==> src/design/imm_pkg.sv <==
`timescale 1ns / 1ps
// Shared types and constants for the integer matrix multiply core.
// No dependencies; every other file of the block refers to this package.
package imm_pkg;

	// Fixed field widths of the item, result and configuration channels.
	localparam int ACTION_W    = 2;
	localparam int INDEX_W     = 8;
	localparam int VALUE_W     = 32;
	localparam int POS_W       = 5;
	localparam int ROWS_W      = 6;
	localparam int INNER_W     = 9;
	localparam int COLS_W      = 6;
	localparam int CFG_INDEX_W = 2;
	localparam int CFG_DATA_W  = 9;

	// Reset values of the size registers.
	localparam logic [ROWS_W-1:0]  ROWS_RESET  = 6'd32;
	localparam logic [INNER_W-1:0] INNER_RESET = 9'd256;
	localparam logic [COLS_W-1:0]  COLS_RESET  = 6'd32;

	// Item action codes.
	localparam logic [ACTION_W-1:0] ACT_LOAD_A  = 2'd0;
	localparam logic [ACTION_W-1:0] ACT_LOAD_B  = 2'd1;
	localparam logic [ACTION_W-1:0] ACT_COMPUTE = 2'd2;

	// Configuration register indexes.
	localparam logic [CFG_INDEX_W-1:0] REG_ROWS  = 2'd0;
	localparam logic [CFG_INDEX_W-1:0] REG_INNER = 2'd1;
	localparam logic [CFG_INDEX_W-1:0] REG_COLS  = 2'd2;

	typedef enum logic [1:0] {
		ST_IDLE,
		ST_RUN,
		ST_DRAIN,
		ST_FINISH
	} state_t;

	// Commands from the controller to the datapath.
	typedef struct packed {
		logic load;
		logic start;
		logic issue;
		logic finish;
	} cmd_t;

	// Status from the datapath to the controller.
	typedef struct packed {
		logic in_bad;
		logic inner_zero;
		logic last;
		logic busy;
		logic out_free;
	} sts_t;

endpackage

==> src/design/imm_ctrl.sv <==
`timescale 1ns / 1ps
// Controller of the integer matrix multiply core: accepts items and
// sequences a compute through the datapath. Depends on imm_pkg.
module imm_ctrl (
	input  logic                          clk,
	input  logic                          arst_n,
	input  logic                          in_valid,
	input  logic [imm_pkg::ACTION_W-1:0]  in_action,
	output logic                          in_ready,
	input  imm_pkg::sts_t                 sts,
	output imm_pkg::cmd_t                 cmd
);

	imm_pkg::state_t state_q, state_next;
	logic            accept;

	assign accept = in_valid && in_ready;

	always_ff @(posedge clk or negedge arst_n) begin
		if (!arst_n) begin
			state_q <= imm_pkg::ST_IDLE;
		end else begin
			state_q <= state_next;
		end
	end

	always_comb begin
		state_next = state_q;
		case (state_q)
			imm_pkg::ST_IDLE: begin
				if (accept && in_action == imm_pkg::ACT_COMPUTE) begin
					// Out-of-range positions and an empty inner size skip the walk.
					if (sts.in_bad || sts.inner_zero) begin
						state_next = imm_pkg::ST_FINISH;
					end else begin
						state_next = imm_pkg::ST_RUN;
					end
				end
			end
			imm_pkg::ST_RUN: begin
				if (sts.last) begin
					state_next = imm_pkg::ST_DRAIN;
				end
			end
			imm_pkg::ST_DRAIN: begin
				if (!sts.busy) begin
					state_next = imm_pkg::ST_FINISH;
				end
			end
			imm_pkg::ST_FINISH: begin
				if (sts.out_free) begin
					state_next = imm_pkg::ST_IDLE;
				end
			end
			default: begin
				state_next = imm_pkg::ST_IDLE;
			end
		endcase
	end

	always_comb begin
		in_ready   = 1'b0;
		cmd.load   = 1'b0;
		cmd.start  = 1'b0;
		cmd.issue  = 1'b0;
		cmd.finish = 1'b0;
		case (state_q)
			imm_pkg::ST_IDLE: begin
				in_ready  = 1'b1;
				cmd.load  = in_valid && (in_action inside {imm_pkg::ACT_LOAD_A,
					imm_pkg::ACT_LOAD_B});
				cmd.start = in_valid && in_action == imm_pkg::ACT_COMPUTE;
			end
			imm_pkg::ST_RUN: begin
				cmd.issue = 1'b1;
			end
			imm_pkg::ST_DRAIN: begin
			end
			imm_pkg::ST_FINISH: begin
				cmd.finish = sts.out_free;
			end
			default: begin
			end
		endcase
	end

endmodule

==> config.mk <==
export PLATFORM = sky130hd
export DESIGN_NAME = imm_ctrl
export DESIGN_NICKNAME = d
export VERILOG_FILES = /design/src/design/imm_pkg.sv /design/src/design/imm_ctrl.sv
export SDC_FILE = /design/constraint.sdc
export NUM_CORES = 1
export LEC_CHECK = 0
export BUFFER_PORTS_ARGS = -buffer_cell sky130_fd_sc_hd__buf_2
export CORE_AREA = 2 2 39 41
export DETAILED_ROUTE_END_ITERATION = 8
export DIE_AREA = 0 0 41 43
export GPL_ROUTABILITY_DRIVEN = 0
export PLACE_DENSITY = 0.5
export SLEW_MARGIN = 30
export SYNTH_ARGS = -nofsm -noshare
export SYNTH_HDL_FRONTEND = slang
export SYNTH_SLANG_ARGS = --single-unit
==> constraint.sdc <==
create_clock -name clk -period 1.64 [get_ports clk]
set_clock_uncertainty 0.05 [all_clocks]
set_input_delay 0.082 -clock clk [delete_from_list [all_inputs] [get_ports clk]]
set_output_delay 0.082 -clock clk [all_outputs]
set_load 0.02 [all_outputs]
Word level (Yosys, flattened, before mapping). Cells that the tools add are included.

Bits in registers: 2. ROM bits: 0. Logic and storage cells: 29. Memories: 0. Bits in writable memories: 0. Latch bits: 0.

Magnitude comparators: 0. Multiply operators: 0. Shift operators: 0. Bitwise logic cells: 0. Div/mod/pow operators: 0. Add/sub/neg operators: 0. Equal/unequal tests: 9. Multiplexer cells: 10. Reductions and logical operators: 9.

Operator list (number): $mux W2 (6); $ne A2 B2 Y1 const B (4); $pmux W2 S4 (1); $eq A2 B2 Y1 const B (3); $eq A2 B1 Y1 const B (2); $logic_and A1 B1 Y1 (4); $logic_not A2 Y1 (2); $reduce_and A4 Y1 (1); $mux W1 (3); $reduce_bool A2 Y1 (1); $logic_or A1 B1 Y1 (1).

Depth between registers and ports, before layout. Gate-level depths: netlist (run 1).

Depth after elaboration: 6. Mapped depth: 5. Mapped depth without buffers: 5.

Least setup slack after synthesis (run 1). OpenSTA, ideal clock, no wires.

Path kind: reg-to-output. From: reg state_q[0]. To: out cmd[2] in the netlist's numbering. Cell stages (with the launch flop): 5. Arrival: 1473 ps. Path slack: 35 ps. Required time: 1508 ps. Cell sequence: dfrtp_1 inv_1 ha_1 nand2_1 nor3b_1.

RTL lines: start: declaration (line imm_ctrl.sv:14) `imm_pkg::state_t state_q, state_next;`; start signal: assignment (line imm_ctrl.sv:21) `state_q <= imm_pkg::ST_IDLE;`; start signal: assignment (line imm_ctrl.sv:23) `state_q <= state_next;`; end: declaration (line imm_ctrl.sv:11) `output imm_pkg::cmd_t cmd`.

Worst setup path after layout (run 1).
From: reg state_q[1]. To: reg state_q[0].

Word-level cells in the longest chain between the ends: 6.

Ends and longest elaborated chain: $logic_not A2 Y1 (line imm_ctrl.sv:29, imm_ctrl.sv:67); $mux W1 (line imm_ctrl.sv:67) `case (state_q)`; $logic_and A1 B1 Y1 (line imm_ctrl.sv:17) `assign accept = in_valid && in_ready;`; $logic_and A1 B1 Y1 (line imm_ctrl.sv:31) `if (accept && in_action == imm_pkg::ACT_COMPUTE) begin`; $ne A2 B2 Y1 (no line); $reduce_and A4 Y1 (no line).

Parallel ways exist; a longest one is shown, timed or not. A chain may end at the register's enable or synchronous reset.

==> key figures, run 1 <==
Timing
  – Setup TNS: 0 ps
  – Worst Max-Slew Pin Slew: between 300 and 400 ps
  – Fmax: 0.659 GHz
  – Final hold violation count: 0
  – Hold Slack: between 100 and 150 ps
  – Slew Limit Headroom: 78.3%
  – Setup-failing EPs final: 0
  – Final min period: ~1500 ps
  – Period utilization: between 90 and 100%
  – Final WS setup: between 100 and 150 ps
  – Max-slew violations: 0
  – RSZ-0062 raised after global routing: false

Yosys
  – Post-synthesis sequential area ratio: a little over 20%
  – Syn Nets: 38
  – Mapped Area: around 250 um^2
  – Seq cells post-synth: 2
  – Mapped Cells: 23
  – Count of cell types in the netlist: 14
  – Avg Inst Size Synth: about 11 um^2
  – Syn. warnings: 0

Routing
  – Pre-antenna DRT Iters: 2
  – Drt total wl: roughly 540 um
  – Via density: roughly 3.8
  – DR DRC count: 0
  – Via Count: 222
  – Number of DRC markers in iteration 0: 2
  – Final ANT Viol Nets: 0
  – Post-DR wirelength/cell: just over 9 um

Cells and area
  – Finished Layout Cells: 59
  – Share of cells above drive strength 1: a little over three fifths
  – Max reg flops: 2
  – Commonest non-fill, non-tap cell in the layout: buf_2
  – Most frequent cells in the layout: 13 x buf_2, 3 x ha_1, 3 x clkbuf_4, 3 x buf_4
  – Fill count: approximately 150
  – Largest regs: state_q x2
  – Fin nets: 60
  – N_diodes: 0
  – Largest Register: state_q
  – Final core utilization: between 20 and 30%
  – Layout area overhead: 59.9%

Power and ir drop
  – Internal power: approximately 380 uW
  – Leak: approximately 0.00021 uW
  – Combinational share of power: 67.6%
  – Sw Ratio: around 41%
  – Switching Power: 269 uW
  – Pwr dens: 1650 mW/mm^2
  – VDD IR max: approximately 0.62 mV
  – Reg power frac: 15.8%
  – Clock power frac: between 10% and 20%

Floorplanning
  – Core area: about 0.0014 mm^2
  – Die ar.: around 0.0018 mm^2
  – Initial cell density of the core: roughly 18%
  – I/O pin cnt: 15
  – DIE HEIGHT: between 40 and 50 um
  – # rows: 14
  – Die Span X: 41 um

Worst setup path
  – CP max FO: 3
  – Req. time, crit path: 1730 ps
  – R2R Path Start: state_q[1]
  – Worst setup EP type: flip-flop
  – Critical Path AT: ~1600 ps
  – Crit path from: state_q[1]
  – Critical-path top delay cell: a2111oi_4
  – CP Launch Type: flip-flop
  – CP Cell Sequence: inv_2, ha_2, nor2b_2, a2111oi_4, mux2i_1
  – R2R depth: 5
  – CP Buf/Inv Count: 1
  – Slack of the worst reg-to-reg path: approximately 120 ps
  – Critical path's top delay family: compound AO/OA/AOI/OAI gates
  – Crit Path Category: reg -> reg
  – FF-to-FF End: state_q[0]
  – Slowest Stage Delay on Critical Path: around 380 ps

Global route
  – Overflow after GRT: 0
  – First-pass GRT wire length: a little under 800 um
  – Total track usage: 7.53%
  – Largest net degree at the start of global routing: 5
  – Number of global-route vias before repair: about 200
  – Initial antenna violation count: 0

CTS
  – Total CTS buffers: 3
  – Deepest clock path buffer count: 2
  – Worst-skew pair later-pin latency: 220 ps
  – H-Tree Level Count: 1
  – CTS tree: done
  – CTS Sinks: 2
  – Clock root buffer master: clkbuf_4
  – Clock transition at the registers of the reported paths: 30 ps

Place
  – IO Port Bufs: 14
  – Post-DP HPWL: roughly 440 um
  – Cell count after placement: 53
  – Pre-CTS setup slack: about 27 ps

Min path
  – Worst min path class: in -> async

Run
  – Max Cap Viol: 0

Status
  – Outcome: completed
logic make-up (layout without fill, tap and decap cells):
kind of cell    after synthesis  after routing  synth area share (%)
buf+inv                       2             22                  3.05
compound gates                2              2                  13.7
simple gates                 10             10                  29.4
mux                           2              2                  8.12
flops                         2              2                  20.3
fa+ha+maj                     5              5                  25.4
synthesized netlist by cell type:
| library cell | instances | share of area, % |
|---|---|---|
| ha_1 | 5 | 25 |
| dfrtp_1 | 2 | 20 |
| inv_1 | 2 | 3.0 |
| mux2i_1 | 2 | 8.1 |
| nor2_1 | 2 | 3.0 |
| nor2b_1 | 2 | 5.1 |
| a2111oi_4 | 1 | 11 |
| and2_1 | 1 | 2.5 |
| and2_4 | 1 | 3.6 |
| nand2_1 | 1 | 1.5 |
| nand2b_1 | 1 | 2.5 |
| nand3b_4 | 1 | 8.1 |
| nor3b_1 | 1 | 3.0 |
| o22ai_1 | 1 | 2.5 |
power by group through the flow:
stage          logic (uW)  registers (uW)  clock network, uW
3_5_place_dp          401            99.9                  0
2_1_floorplan         310            95.1                  0
3_3_place_gp          391            98.5                  0
5_1_grt               497             107                126
4_1_cts               404            99.2                117
6_report              440             103                108
metal layers:
metal / routed length (um) / GRT usage (%)
met5: 0 / 0
met4: 0 / 10.0
met3: 60 / 3.14
met2: 235 / 9.38
met1: 245 / 7.72
final cells by class:
type	count	area (um^2)	share of cell area, %
timing repair buffer	17	97.6	24.8
inverter	2	7.51	1.90
multi-input combinational	19	196	49.8
sequential	2	50.0	12.7
clock buffer	3	22.5	5.71
tap	16	20.0	5.08
repair_timing:
| item | CTS | global route |
|---|---|---|
| hold buffers | 1 | 0 |
| setup buffers | 0 | 2 |
| resized for setup | 0 | 6 |
| hold endpoints to repair | 2 | 0 |
| setup endpoints to repair | 0 | 3 |
worst max-delay path by stage:
stage	end	slack (ps)	depth (start not counted)
after floorplan	cmd[2]	30	4
after global placement	state_q[0]	70	5
after detailed placement	state_q[0]	30	5
after CTS	state_q[0]	20	5
after global routing	state_q[0]	2	5
final	state_q[0]	120	5
worst register-to-register path, delay by kind of cell (launching register included):
kind	cells	cell delay (ps)
AOI/OAI and AO/OA	1	380
adders and majority gates	1	170
buffers and inverters	1	60
DFF	1	370
muxes	1	240
and+or+nand+nor	1	160
per-stage QoR:
| stage | area, um^2 | power [uW] |
|---|---|---|
| 3_3_place_gp | 337 | 490 |
| 6_report | 394 | 650 |
| 2_1_floorplan | 246 | 405 |
| 5_1_grt | 394 | 730 |
| 4_1_cts | 369 | 620 |
| 3_5_place_dp | 337 | 501 |
(Power assumes the default switching activity.)
==> run 2, diff against run 1 <==
--- a/config.mk
+++ b/config.mk
@@ -5,6 +5,7 @@
 export SDC_FILE = /design/constraint.sdc
 export NUM_CORES = 1
 export LEC_CHECK = 0
+export ABC_AREA = 1
 export BUFFER_PORTS_ARGS = -buffer_cell sky130_fd_sc_hd__buf_2
 export CORE_AREA = 2 2 39 41
 export DETAILED_ROUTE_END_ITERATION = 8
==> run 2 against run 1 <==
Against the previous run: routed wire length decreased by 7.4%; maximum frequency is 9.8% higher; worst hold slack got worse by 3.8 ps; count of clock-buffer cells in the layout did not move; final cell count up 19%; cell area down 5.1%; register-to-register slack gained 290 ps; first-iteration DRC count grew 50%; die area stayed put; sequential power about the same.
==> key figures, run 2 <==
Yosys
  – Post-synth top flop: dfrtp_1
  – Area contributors post-synth: ha_1 25%, dfrtp_1 20%, nand2_1 13%, inv_1 10%, nand2_2 10%
  – Count of cell types in the netlist: 12
  – Mapped Cells: 36
  – Seq cells post-synth: 2
  – Syn. warnings: 0
  – Yosys top cell by area: ha_1
  – Asr flop ratio synth: 100%
  – Post-synth EDFFs: 0
  – Post-synthesis sequential area ratio: between 15 and 20%
  – Synth top cells by count: 9 x nand2_1, 7 x inv_1, 5 x ha_1, 4 x nand2_2
  – Syn Nets: just over 50
  – Mapped Area: between 200 and 300 um^2
  – Share of the synthesized area in the top cell type: 24.9%
  – Cell with the most instances after synthesis: nand2_1
  – Avg Inst Size Synth: roughly 7 um^2

Cells and area
  – Multi-input combinational cell area: roughly 180 um^2
  – Largest regs: state_q x2
  – Fin nets: 71
  – N_diodes: 0
  – Max reg flops: 2
  – Fill count: 160
  – Register area: 50.0 um^2
  – Final core utilization: between 20% and 30%
  – Commonest non-fill, non-tap cell in the layout: buf_2
  – Layout area overhead: 48.8%
  – Largest Register: state_q
  – Share of cells above drive strength 1: 42.6%
  – Cell area after layout: between 300 and 400 um^2
  – Finished Layout Cells: 70
  – Most frequent cells in the layout: 14 x buf_2, 9 x nand2_1, 7 x inv_1

CTS
  – H-Tree Level Count: 1
  – CTS Sinks: 2
  – Clock transition at the registers of the reported paths: 30 ps
  – Clock root buffer master: clkbuf_4
  – Worst-skew pair later-pin latency: 220 ps
  – Post-CTS setup buffer count: 0
  – Total CTS buffers: 3
  – Deepest clock path buffer count: 2
  – CTS tree: done

Place
  – IO Port Bufs: 14
  – Cell count after placement: 66
  – Post-DP HPWL: a little over 400 um
  – DP Area: 342 um^2

Global route
  – Largest net degree at the start of global routing: 5
  – First-pass GRT wire length: approximately 820 um
  – Overflow after GRT: 0
  – Total track usage: 7.14%
  – Initial antenna violation count: 0
  – Number of global-route vias before repair: 228

Timing
  – Final min period: between 1000 and 1500 ps
  – Final hold violation count: 0
  – Setup TNS: 0 ps
  – Worst Max-Slew Pin Slew: roughly 150 ps
  – Slew Limit Headroom: roughly nine tenths
  – Period utilization: around 84%
  – Max-slew violations: 0
  – Setup-failing EPs final: 0
  – Fmax: 0.724 GHz
  – RSZ-0062 raised after global routing: false

Worst setup path
  – Req. time, crit path: between 1500 and 2000 ps
  – FF-to-FF End: state_q[0]
  – CP max FO: 4
  – Critical Path AT: around 1300 ps
  – R2R Path Start: state_q[0]
  – R2R depth: 8
  – CP Launch Type: flip-flop
  – Crit Path Category: reg -> out
  – Worst setup EP type: output pin
  – Slack of the worst reg-to-reg path: approximately 410 ps

Power and ir drop
  – Leak: between 0.0002 and 0.00025 uW
  – VDD IR max: ~0.47 mV
  – Final Power: about 630 uW
  – Pwr dens: about 1700 mW/mm^2

Routing
  – Pre-antenna DRT Iters: 3
  – Via density: 3.54
  – DR DRC count: 0
  – Via Count: 248
  – Post-DR wirelength/cell: between 7 and 8 um
  – Drt total wl: ~500 um
  – Final ANT Viol Nets: 0
  – Number of DRC markers in iteration 0: 3

Floorplanning
  – Die ar.: approximately 0.0018 mm^2
  – DIE HEIGHT: about 43 um
  – # rows: 14
  – Die Span X: ~41 um
  – Initial cell density of the core: between 10% and 20%
  – Core area: ~0.0014 mm^2
  – I/O pin cnt: 15

Min path
  – Worst min path class: in -> async

Status
  – Outcome: completed

Run
  – Max Cap Viol: 0
[run 2: cells by family after synthesis]
group	count (synthesis)	synth area share [%]
buf+inv	7	10.4
flops	2	19.9
fa+ha+maj	5	24.9
compound gates	1	1.99
simple gates	21	42.8
[run 2: report_power, final]
part           switching (uW)  internal [uW]
registers                25.3           77.6
clock network            27.9           80.7
logic                     252            166
[run 2: cell type report]
type | instances | share of cell area [%]
Timing Repair Buffer | 15 | 21.4
Clock buffer | 3 | 6.02
Sequential cell | 2 | 13.4
Tap cell | 16 | 5.35
Multi-Input combinational cell | 27 | 46.8
Inverter | 7 | 7.02
[run 2: repair_timing]
item,in CTS,in global routing
hold buffers,1,0
endpoints found under the hold margin,2,0
gates resized for setup,0,0
[run 2: how the worst max path moves through the flow]
stage,from,end,slack (ps),depth (start not counted)
final,state_q[1],cmd[3],260,5
after global routing,state_q[0],cmd[3],50,5
after CTS,state_q[1],cmd[3],230,5
after detailed placement,state_q[0],state_q[1],390,8
after global placement,state_q[1],state_q[1],390,8
after floorplan,state_q[0],cmd[3],340,4
[run 2: metrics by stage]
| step | worst slack, ps | hold WS, ps |
|---|---|---|
| floorplan | 339 | -264 |
| global placement | 388 | -181 |
| detailed placement | 390 | -180 |
| CTS | 229 | 110 |
| global route | 53.8 | 117 |
| finish | 258 | 125 |
[run 2: critical path, cell delays in order (launching register included)]
cell     delay (ps)
dfrtp_1         400
inv_1           110
ha_1            220
nand2_1          70
nor2_1           70
buf_2           160
[run 2: metal layers]
layer | vias to the layer above | global-route usage [%] | part of all wire [%]
li1 | 144 | - | -
met1 | 98 | 8.39 | 45
met3 | 0 | 3.14 | 5.6
met5 | - | 0 | 0
met4 | 0 | 6.00 | 0
met2 | 6 | 9.38 | 49
==> run 3, diff against run 2 <==
--- a/config.mk
+++ b/config.mk
@@ -5,7 +5,7 @@
 export SDC_FILE = /design/constraint.sdc
 export NUM_CORES = 1
 export LEC_CHECK = 0
-export ABC_AREA = 1
+export ABC_AREA = 0
 export BUFFER_PORTS_ARGS = -buffer_cell sky130_fd_sc_hd__buf_2
 export CORE_AREA = 2 2 39 41
 export DETAILED_ROUTE_END_ITERATION = 8
==> constraint.sdc (replaced) <==
create_clock -name clk -period 1.3 [get_ports clk]
set_clock_uncertainty 0.05 [all_clocks]
set_input_delay 0.065 -clock clk [delete_from_list [all_inputs] [get_ports clk]]
set_output_delay 0.065 -clock clk [all_outputs]
set_load 0.02 [all_outputs]
==> run 3 against run 2 <==
Against the previous run: the run now ends with negative setup slack left; register-to-register slack worse by 600 ps; routed wire length up 23%; critical path depth up 1; via count up 5.6%; combinational power up 100%; non-clock buffer count up 10; global-route usage up 2.2 points; count of clock-buffer cells in the layout unchanged.
==> key figures, run 3 (synthesis results as in run 1) <==
Place
  – Cell count after placement: 58
  – Post-DP HPWL: ~480 um
  – IO Port Bufs: 14

CTS
  – CTS Sinks: 2
  – Total CTS buffers: 3
  – Worst-skew pair later-pin latency: between 200 and 250 ps
  – Deepest clock path buffer count: 2
  – H-Tree Level Count: 1
  – CTS tree: done
  – Clock root buffer master: clkbuf_4
  – Clock transition at the registers of the reported paths: 30 ps

Worst setup path
  – Critical path depth: 6
  – Critical-path top delay cell: dfrtp_1
  – Worst setup EP type: output pin
  – CP Launch Type: flip-flop
  – CP max FO: 4
  – Critical Path Sink: cmd[2]
  – Critical path's top delay family: flip-flops
  – Crit path from: state_q[0]
  – Slack of the worst reg-to-reg path: -190 ps
  – Crit Path Category: reg -> out
  – R2R Path Start: state_q[1]
  – FF-to-FF End: state_q[0]
  – CP Cell Sequence: inv_2, ha_4, buf_6, nand2_4, nor3b_2, buf_4
  – Req. time, crit path: about 1200 ps
  – Critical Path AT: 1390 ps
  – Slowest Stage Delay on Critical Path: approximately 420 ps
  – R2R depth: 5
  – CP Buf/Inv Count: 3

Timing
  – Setup TNS: -767 ps
  – Period utilization: 115%
  – Setup-failing EPs final: 5
  – Final hold violation count: 0
  – Final WS setup: -200 ps
  – Max-slew violations: 0
  – Slew Limit Headroom: just under 80%
  – Worst Max-Slew Pin Slew: ~340 ps
  – Final min period: between 1500 and 2000 ps
  – RSZ-0062 raised after global routing: true
  – Fmax: 0.667 GHz

Routing
  – Post-DR wirelength/cell: between 9 and 10 um
  – Final ANT Viol Nets: 0
  – Number of DRC markers in iteration 0: 0
  – DR DRC count: 0
  – Pre-antenna DRT Iters: 1
  – Via density: between 3 and 4
  – Drt total wl: 615 um
  – Via Count: between 200 and 300

Power and ir drop
  – VDD IR max: ~0.9 mV
  – Combinational share of power: about three quarters
  – Pwr dens: ~2200 mW/mm^2
  – Reg power frac: 12.3%
  – Leak: between 0.0002 and 0.0003 uW
  – Internal power: 703 uW
  – Sw Ratio: approximately 37%
  – Switching Power: between 400 and 500 uW
  – Clock power frac: between 10% and 20%

Cells and area
  – Largest Register: state_q
  – Final core utilization: a little under two fifths
  – Share of cells above drive strength 1: just under 80%
  – Multi-input combinational cell area: between 200 and 250 um^2
  – Largest regs: state_q x2
  – Finished Layout Cells: 67
  – Max reg flops: 2
  – Register area: ~50 um^2
  – Fill count: 140
  – Most frequent cells in the layout: 11 x buf_2, 10 x buf_4, 3 x clkbuf_4, 3 x buf_6
  – Fin nets: slightly below 70
  – Layout area overhead: 111%
  – N_diodes: 0
  – Commonest non-fill, non-tap cell in the layout: buf_2

Floorplanning
  – DIE HEIGHT: 43 um
  – # rows: 14
  – I/O pin cnt: 15
  – Die Span X: approximately 41 um
  – Die ar.: about 0.0018 mm^2
  – Initial cell density of the core: ~18%
  – Core area: between 0.001 and 0.0015 mm^2

Global route
  – First-pass GRT wire length: around 1000 um
  – Number of global-route vias before repair: about 280
  – Total track usage: a little under a tenth
  – Initial antenna violation count: 0
  – Largest net degree at the start of global routing: 5
  – Overflow after GRT: 0

Status
  – Violated checks: negative setup slack
  – Outcome: finished with violations

Run
  – Max Cap Viol: 0

Min path
  – Worst min path class: in -> reg
-- run 3: worst register-to-register path, stage by stage, from the launching register on --
cell and delay [ps]:
dfrtp_1 380, inv_2 90, ha_4 160, nor2b_4 120
a2111oi_4 380, mux2i_1 230
-- run 3: cell type report --
type / count / area share [%]
repair buffers: 25 / 33.4
flip-flops and latches: 2 / 9.62
well taps: 16 / 3.85
multi-input cells: 19 / 47.4
clock buffers: 3 / 4.33
inverters: 2 / 1.44
-- run 3: metal layers --
layer | track usage, % | share of wire [%]
met1 | 8.36 | 35
met2 | 15.0 | 53
met3 | 3.66 | 12
met4 | 8.00 | 0
met5 | 0 | 0
-- run 3: repair_timing --
| action | 4_1_cts | 5_1_grt |
|---|---|---|
| hold endpoints to repair | 2 | 0 |
| endpoints found under the setup margin | 5 | 5 |
| hold buffers | 1 | 0 |
| setup buffers | 3 | 2 |
| pin swaps | 5 | 3 |
| gates resized for setup | 11 | 2 |
-- run 3: how the worst min path moves through the flow --
stage	end	from	slack (ps)	cells after the start
5_1_grt	state_q[0]	arst_n	100	2
6_report	state_q[1]	sts[4]	100	3
4_1_cts	state_q[0]	arst_n	100	2
3_5_place_dp	state_q[1]	arst_n	-200	1
2_1_floorplan	state_q[0]	arst_n	-280	0
3_3_place_gp	state_q[1]	arst_n	-200	1
-- run 3: metrics by stage --
stage               worst slack, ps  hold WS, ps  cell area, um^2  power (uW)
floorplan                      -125         -281              277         567
global placement               -236         -199              404         789
detailed placement             -225         -197              404         788
CTS                            -231         98.0              499        1080
global route                   -308         98.4              520        1260
finish                         -200         96.8              520        1120
-- run 3: power by group through the flow --
| stage | combinational [uW] | sequential, uW | clock [uW] |
|---|---|---|---|
| floorplan | 436 | 131 | 0 |
| global placement | 652 | 136 | 0 |
| detailed placement | 649 | 138 | 0 |
| CTS | 797 | 141 | 142 |
| global route | 963 | 145 | 150 |
| finish | 853 | 138 | 133 |
